`config.mk`:
```
export PLATFORM = sky130hd
export DESIGN_NAME = rtfa_span_unit
export DESIGN_NICKNAME = d
export VERILOG_FILES = /design/src/rtl/core/rtfa_pkg.sv /design/src/rtl/core/rtfa_span_unit.sv
export SDC_FILE = /design/constraint.sdc
export NUM_CORES = 1
export LEC_CHECK = 0
export BUFFER_PORTS_ARGS = -buffer_cell sky130_fd_sc_hd__buf_2
export CAP_MARGIN = 20
export CORE_MARGIN = 2
export CORE_UTILIZATION = 55
export CTS_CLUSTER_DIAMETER = 150
export DETAILED_ROUTE_END_ITERATION = 10
export GPL_TIMING_DRIVEN = 0
export MAX_ROUTING_LAYER = met4
export PLACE_DENSITY = 0.84
export SETUP_SLACK_MARGIN = 0.15
export SLEW_MARGIN = 20
export SYNTH_ARGS = -nofsm -noshare
export SYNTH_HDL_FRONTEND = slang
export SYNTH_SLANG_ARGS = --single-unit
export TNS_END_PERCENT = 5
```
`constraint.sdc`:
```
create_clock -name clock -period 11.75 [get_ports clock]
set_input_delay 1.175 -clock clock [delete_from_list [all_inputs] [get_ports clock]]
set_output_delay 1.175 -clock clock [all_outputs]
set_load 0.01 [all_outputs]
```
`src/rtl/core/rtfa_pkg.sv`:
```
// Shared types and constants for the region table first-fit allocator.
// No dependencies; used by rtfa_span_unit, the top level and the testbench.
package rtfa_pkg;

   localparam int ENTRY_COUNT_DEF = 256;
   localparam int ADDR_BITS_DEF   = 48;
   localparam int ALIGN_SHIFT_DEF = 21;

   localparam int CSR_IDX_W   = 2;
   localparam int ENTRY_OUT_W = 8;
   localparam int IDX_IN_W    = 8;

   // register indexes
   localparam logic [CSR_IDX_W-1:0] CSR_REGIONS_START = 2'd0;
   localparam logic [CSR_IDX_W-1:0] CSR_DEV_CAPACITY  = 2'd1;
   localparam logic [CSR_IDX_W-1:0] CSR_TOTAL_LIMIT   = 2'd2;
   localparam logic [CSR_IDX_W-1:0] CSR_MAPPING_LIMIT = 2'd3;

   // request types
   localparam logic [1:0] REQ_ALLOC = 2'd0;
   localparam logic [1:0] REQ_INIT  = 2'd1;
   localparam logic [1:0] REQ_FREE  = 2'd2;

   // result status
   localparam logic [1:0] STS_OK       = 2'd0;
   localparam logic [1:0] STS_INVALID  = 2'd1;
   localparam logic [1:0] STS_ALREADY  = 2'd2;
   localparam logic [1:0] STS_NO_SPACE = 2'd3;

   // entry states
   localparam logic [1:0] ENT_FREE      = 2'd0;
   localparam logic [1:0] ENT_ALLOCATED = 2'd2;

   typedef enum logic [9:0] {
      ST_CLEAR     = 10'b0000000001,
      ST_IDLE      = 10'b0000000010,
      ST_DISPATCH  = 10'b0000000100,
      ST_ALLOC     = 10'b0000001000,
      ST_INIT_CHK  = 10'b0000010000,
      ST_PASS_PREP = 10'b0000100000,
      ST_PASS      = 10'b0001000000,
      ST_PASS_END  = 10'b0010000000,
      ST_DONE      = 10'b0100000000,
      ST_HOLD      = 10'b1000000000
   } seq_state_type;

endpackage

```
`src/rtl/core/rtfa_span_unit.sv`:
```
// Per-entry span check for first-fit search: filters valid spans, flags clear ones,
// marks blockers below cand + size and keeps the highest blocker end. Uses rtfa_pkg.
module rtfa_span_unit #(
   parameter int AB = 48
) (
   input  logic          clock,
   input  logic          clr,
   input  logic          en,
   input  logic [1:0]    ent_state,
   input  logic [AB-1:0] ent_offset,
   input  logic [AB-1:0] ent_size,
   input  logic [AB-1:0] dev_capacity,
   input  logic [AB+1:0] cand_end,
   output logic [AB-1:0] max_hi,
   output logic          any_clear
);

   logic [AB-1:0] max_hi_ff, max_hi_in;
   logic          any_clear_ff, any_clear_in;
   logic [AB:0]   hi;
   logic          span_ok;
   logic          blocks;

   always_comb begin
      hi      = {1'b0, ent_offset} + {1'b0, ent_size};
      span_ok = (ent_state == rtfa_pkg::ENT_ALLOCATED) && (ent_offset != '0) &&
                (ent_size != '0) && (hi <= {1'b0, dev_capacity});
      blocks  = {2'b00, ent_offset} < cand_end;
      max_hi_in    = max_hi_ff;
      any_clear_in = any_clear_ff;
      if (clr) begin
         max_hi_in    = '0;
         any_clear_in = 1'b0;
      end else if (en && span_ok) begin
         if (blocks) begin
            if (hi[AB-1:0] > max_hi_ff) begin
               max_hi_in = hi[AB-1:0];
            end
         end else begin
            any_clear_in = 1'b1;
         end
      end
   end

   always_ff @(posedge clock) begin
      max_hi_ff    <= max_hi_in;
      any_clear_ff <= any_clear_in;
   end

   assign max_hi    = max_hi_ff;
   assign any_clear = any_clear_ff;

endmodule

```
==> run_results.csv <==
group,metric,value,unit
place,io_buffer_count,246,
timing,clock_skew,7.72,ps
global_route,grt_first_pass_wirelength,41.6,mm
timing,max-slew-margin-rel,0.456,
route,post-route-drc-count,0,
route,detailed_route_via_count,9200,
critical_path,crit_arrival,7130,ps
clock_tree,cts_hold_buf,0,
critical_path,worst_r2r_startpoint,"max_hi[46]",
critical_path,cp_cell_sequence,"buf_2 -> ha_1 -> fa_1 -> a21o_1 -> a221oi_2 -> o21ai_1 -> o21a_1 -> nor2_1 -> o21ai_0 -> a311oi_1 -> ha_1 -> nand4_1 -> nor4_1 -> a221oi_1 -> o211ai_1 -> o21ai_0 -> o21bai_1 -> nor4_1 -> buf_2 -> buf_2 -> mux2i_1 -> nor2_1",
timing,fin_setup_tns,0,ps
logic_synthesis,synthArstFlopShare,0,
route,drt-initial-drc-count,792,
critical_path,criticalPathCategory,"input pin to flip-flop",
critical_path,cpMostUsedCell,"sky130_fd_sc_hd__buf_2",
clock_tree,cts_max_level,2,
timing,maxSlewViolCount,0,
global_route,track_usage,0.327,
global_route,grt_antenna_before_repair,0,
route,drt_pass_1_iters,7,
clock_tree,clkLatencyLatePin,300,ps
finish,layout-area-overhead-vs-synth,19.4,%
clock_tree,clock-sinks,49,
run,maxcap_viol_count,0,
logic_synthesis,syn-mean-instance-area,7.45,um2
finish,antenna_diode_count,0,
finish,multiInputGateArea,0.00660,mm2
logic_synthesis,mappedNetlistNets,1503,
critical_path,cp-end-kind,"flip-flop",
route,antenna_violating_nets_post_route,0,
route,via_per_inst,5.94,
logic_synthesis,syn_area,0.00829,mm2
timing,worst-slew-pin-transition,811,ps
critical_path,start_kind,"input pin",
logic_synthesis,yosys_warnings,0,
clock_tree,cts_bufs_inserted,5,
die,start_util,0.566,
logic_synthesis,synthesis.instances,1112,
hold_path,hold_path_depth,2,
hold_path,holdCritStartpoint,"max_hi[45]",
critical_path,cpMaxStageDelayCell,"sky130_fd_sc_hd__a311oi_1",
die,core-area,0.0146,mm2
critical_path,cp.required,11920,ps
timing,total_setup_violations_reported_at_the_end_of_the_flow,0,
finish,fraction_of_final_layout_cells_sized_beyond_drive_strength_1,0.197,
critical_path,r2r-end,"max_hi[40]",
global_route,grt.overflow.total,0,
logic_synthesis,synthFlopType,"sky130_fd_sc_hd__dfxtp_1",
route,routedWlPerCell,17.0,um
global_route,first_global_vias,8705,
finish,layout.cells.most_common,"sky130_fd_sc_hd__buf_2",
clock_tree,tritoncts,"built",
timing,report.final.hold_viol_count,0,
route,routed_wirelength,26.3,mm
power,power.density_cell_area,85.5,mW/mm2
clock_tree,cts.root.buffer_cell,"sky130_fd_sc_hd__clkbuf_16",
timing,final.min_clock_period,6960,ps
die,site_rows,44,
critical_path,reg2reg_slack,8250,ps
place,gpl.final_weighted_congestion,1.02,
logic_synthesis,post_synth_num_cell_types,59,
die,die-height,127,um
power,power.ir.vdd_worst,0.0000664,V
finish,final_cell_mix,"sky130_fd_sc_hd__buf_2 (250), sky130_fd_sc_hd__ha_1 (191), sky130_fd_sc_hd__inv_1 (160)",
die,design.die.area,0.0161,mm2
clock_tree,clk_path_buf_depth,2,
logic_synthesis,synth_edf_count,0,
die,design.portCount,248,
critical_path,critical_path.max_stage_delay,760,ps
critical_path,ff2ff_path_depth,13,
hold_path,end_point_of_the_worst_hold_path,"max_hi[45]",
logic_synthesis,synth_seq_cells,49,
clock_tree,postCtsSetupRepairBufs,0,
timing,fin_crit_sh,0.592,
die,die-width,127,um
place,place_hpwl,22.9,mm
critical_path,worstPathMaxFanout,10,
clock_tree,cts-resized-gates,0,
global_route,grt_max_degree,16,
finish,area_used_by_sequential_logic_in_the_layout,981,um2
run_status,status,"finished, final reports clean",
finish,final.fill_count,1287,
clock_tree,clk_pin_slew_worst_paths,70,ps
timing,fmax,0.144,GHz
logic_synthesis,ys_seq_area_frac,0.118,
timing,rsz0062_at_grt,"false",
finish,fin_nets,1756,
timing,hold-worst-slack,491,ps
power,leakagePower,0.00496,uW
hold_path,min-delay-path-class,"flip-flop to flip-flop",
==> sequential cells by signal, summed over array words and instances (netlist names) <==
| signal | count |
|---|---|
| max_hi | 48 |
| any_clear | 1 |
==> cell type report <==
cell class / instances / area share
Buffer: 23 / 0.0104
Clock buffer: 5 / 0.0126
Clock inverter: 3 / 0.00177
Inverter: 160 / 0.0607
Multi-Input combinational cell: 880 / 0.668
Sequential cell: 49 / 0.0992
Tap cell: 184 / 0.0233
Timing Repair Buffer: 246 / 0.124
==> cell usage after synthesis (28+ instances only) <==
library cell	count	area, um2
sky130_fd_sc_hd__ha_1	191	2390
sky130_fd_sc_hd__inv_1	160	601
sky130_fd_sc_hd__a21oi_1	93	465
sky130_fd_sc_hd__nor2_1	85	319
sky130_fd_sc_hd__nand2_1	67	251
sky130_fd_sc_hd__o21ai_0	50	250
sky130_fd_sc_hd__dfxtp_1	49	981
sky130_fd_sc_hd__nand4_1	45	282
sky130_fd_sc_hd__mux2i_1	40	400
sky130_fd_sc_hd__a21o_1	36	270
sky130_fd_sc_hd__nor4_1	29	181
sky130_fd_sc_hd__nand3_1	28	140
==> how the worst max path moves through the flow <==
stage / end / depth (start not counted) / start
6_report: max_hi[40] / 22 / ent_offset[0]
4_1_cts: max_hi[40] / 22 / ent_offset[0]
3_3_place_gp: max_hi[39] / 22 / ent_offset[0]
3_5_place_dp: max_hi[1] / 22 / ent_offset[0]
2_1_floorplan: max_hi[46] / 20 / ent_offset[0]
5_1_grt: max_hi[44] / 22 / ent_offset[0]
==> where the power goes <==
group	switching (uW)	internal, uW
Sequential	5.25	173
Combinational	304	215
Clock	71.6	78.4
Total	380	466
==> metrics by stage <==
step	power (uW)	setup slack, ps	utilization	std cells	instance area [um2]
6_report	846	4790	0.675	1550	9890
5_1_grt	911	4480	0.675	1550	9890
4_1_cts	832	4910	0.675	1550	9890
3_5_place_dp	684	4720	0.666	1542	9750
3_3_place_gp	666	4870	0.666	1542	9750
2_1_floorplan	526	5860	-	1112	8290
==> logic make-up after synthesis <==
group | after synthesis | share of synthesized area
buffers and inverters | 183 | 0.0848
AO/OA/AOI/OAI | 286 | 0.222
AND/OR/NAND/NOR | 322 | 0.194
flip-flops | 49 | 0.118
multiplexers | 40 | 0.0483
XOR/XNOR | 40 | 0.0423
adder cells (fa/ha/maj) | 192 | 0.291
==> worst max-delay path, delay by kind of cell <==
kind | cells | cell delay, ps
buffers and inverters | 3 | 810
muxes | 1 | 230
adders and majority gates | 3 | 920
and+or+nand+nor | 5 | 1170
AOI/OAI and AO/OA | 10 | 2810
==> metal layers <==
metal  GRT usage  up-vias  part of all wire  routed length (um)
met5           -        -                 0                   0
met4       0.116        0             0.035                 922
met3      0.0291       58             0.067                1760
met2       0.539      405              0.46               12000
met1       0.422     4176              0.44               11600
li1            -     4561                 -                   -
Power figures use the tool's default switching activity.
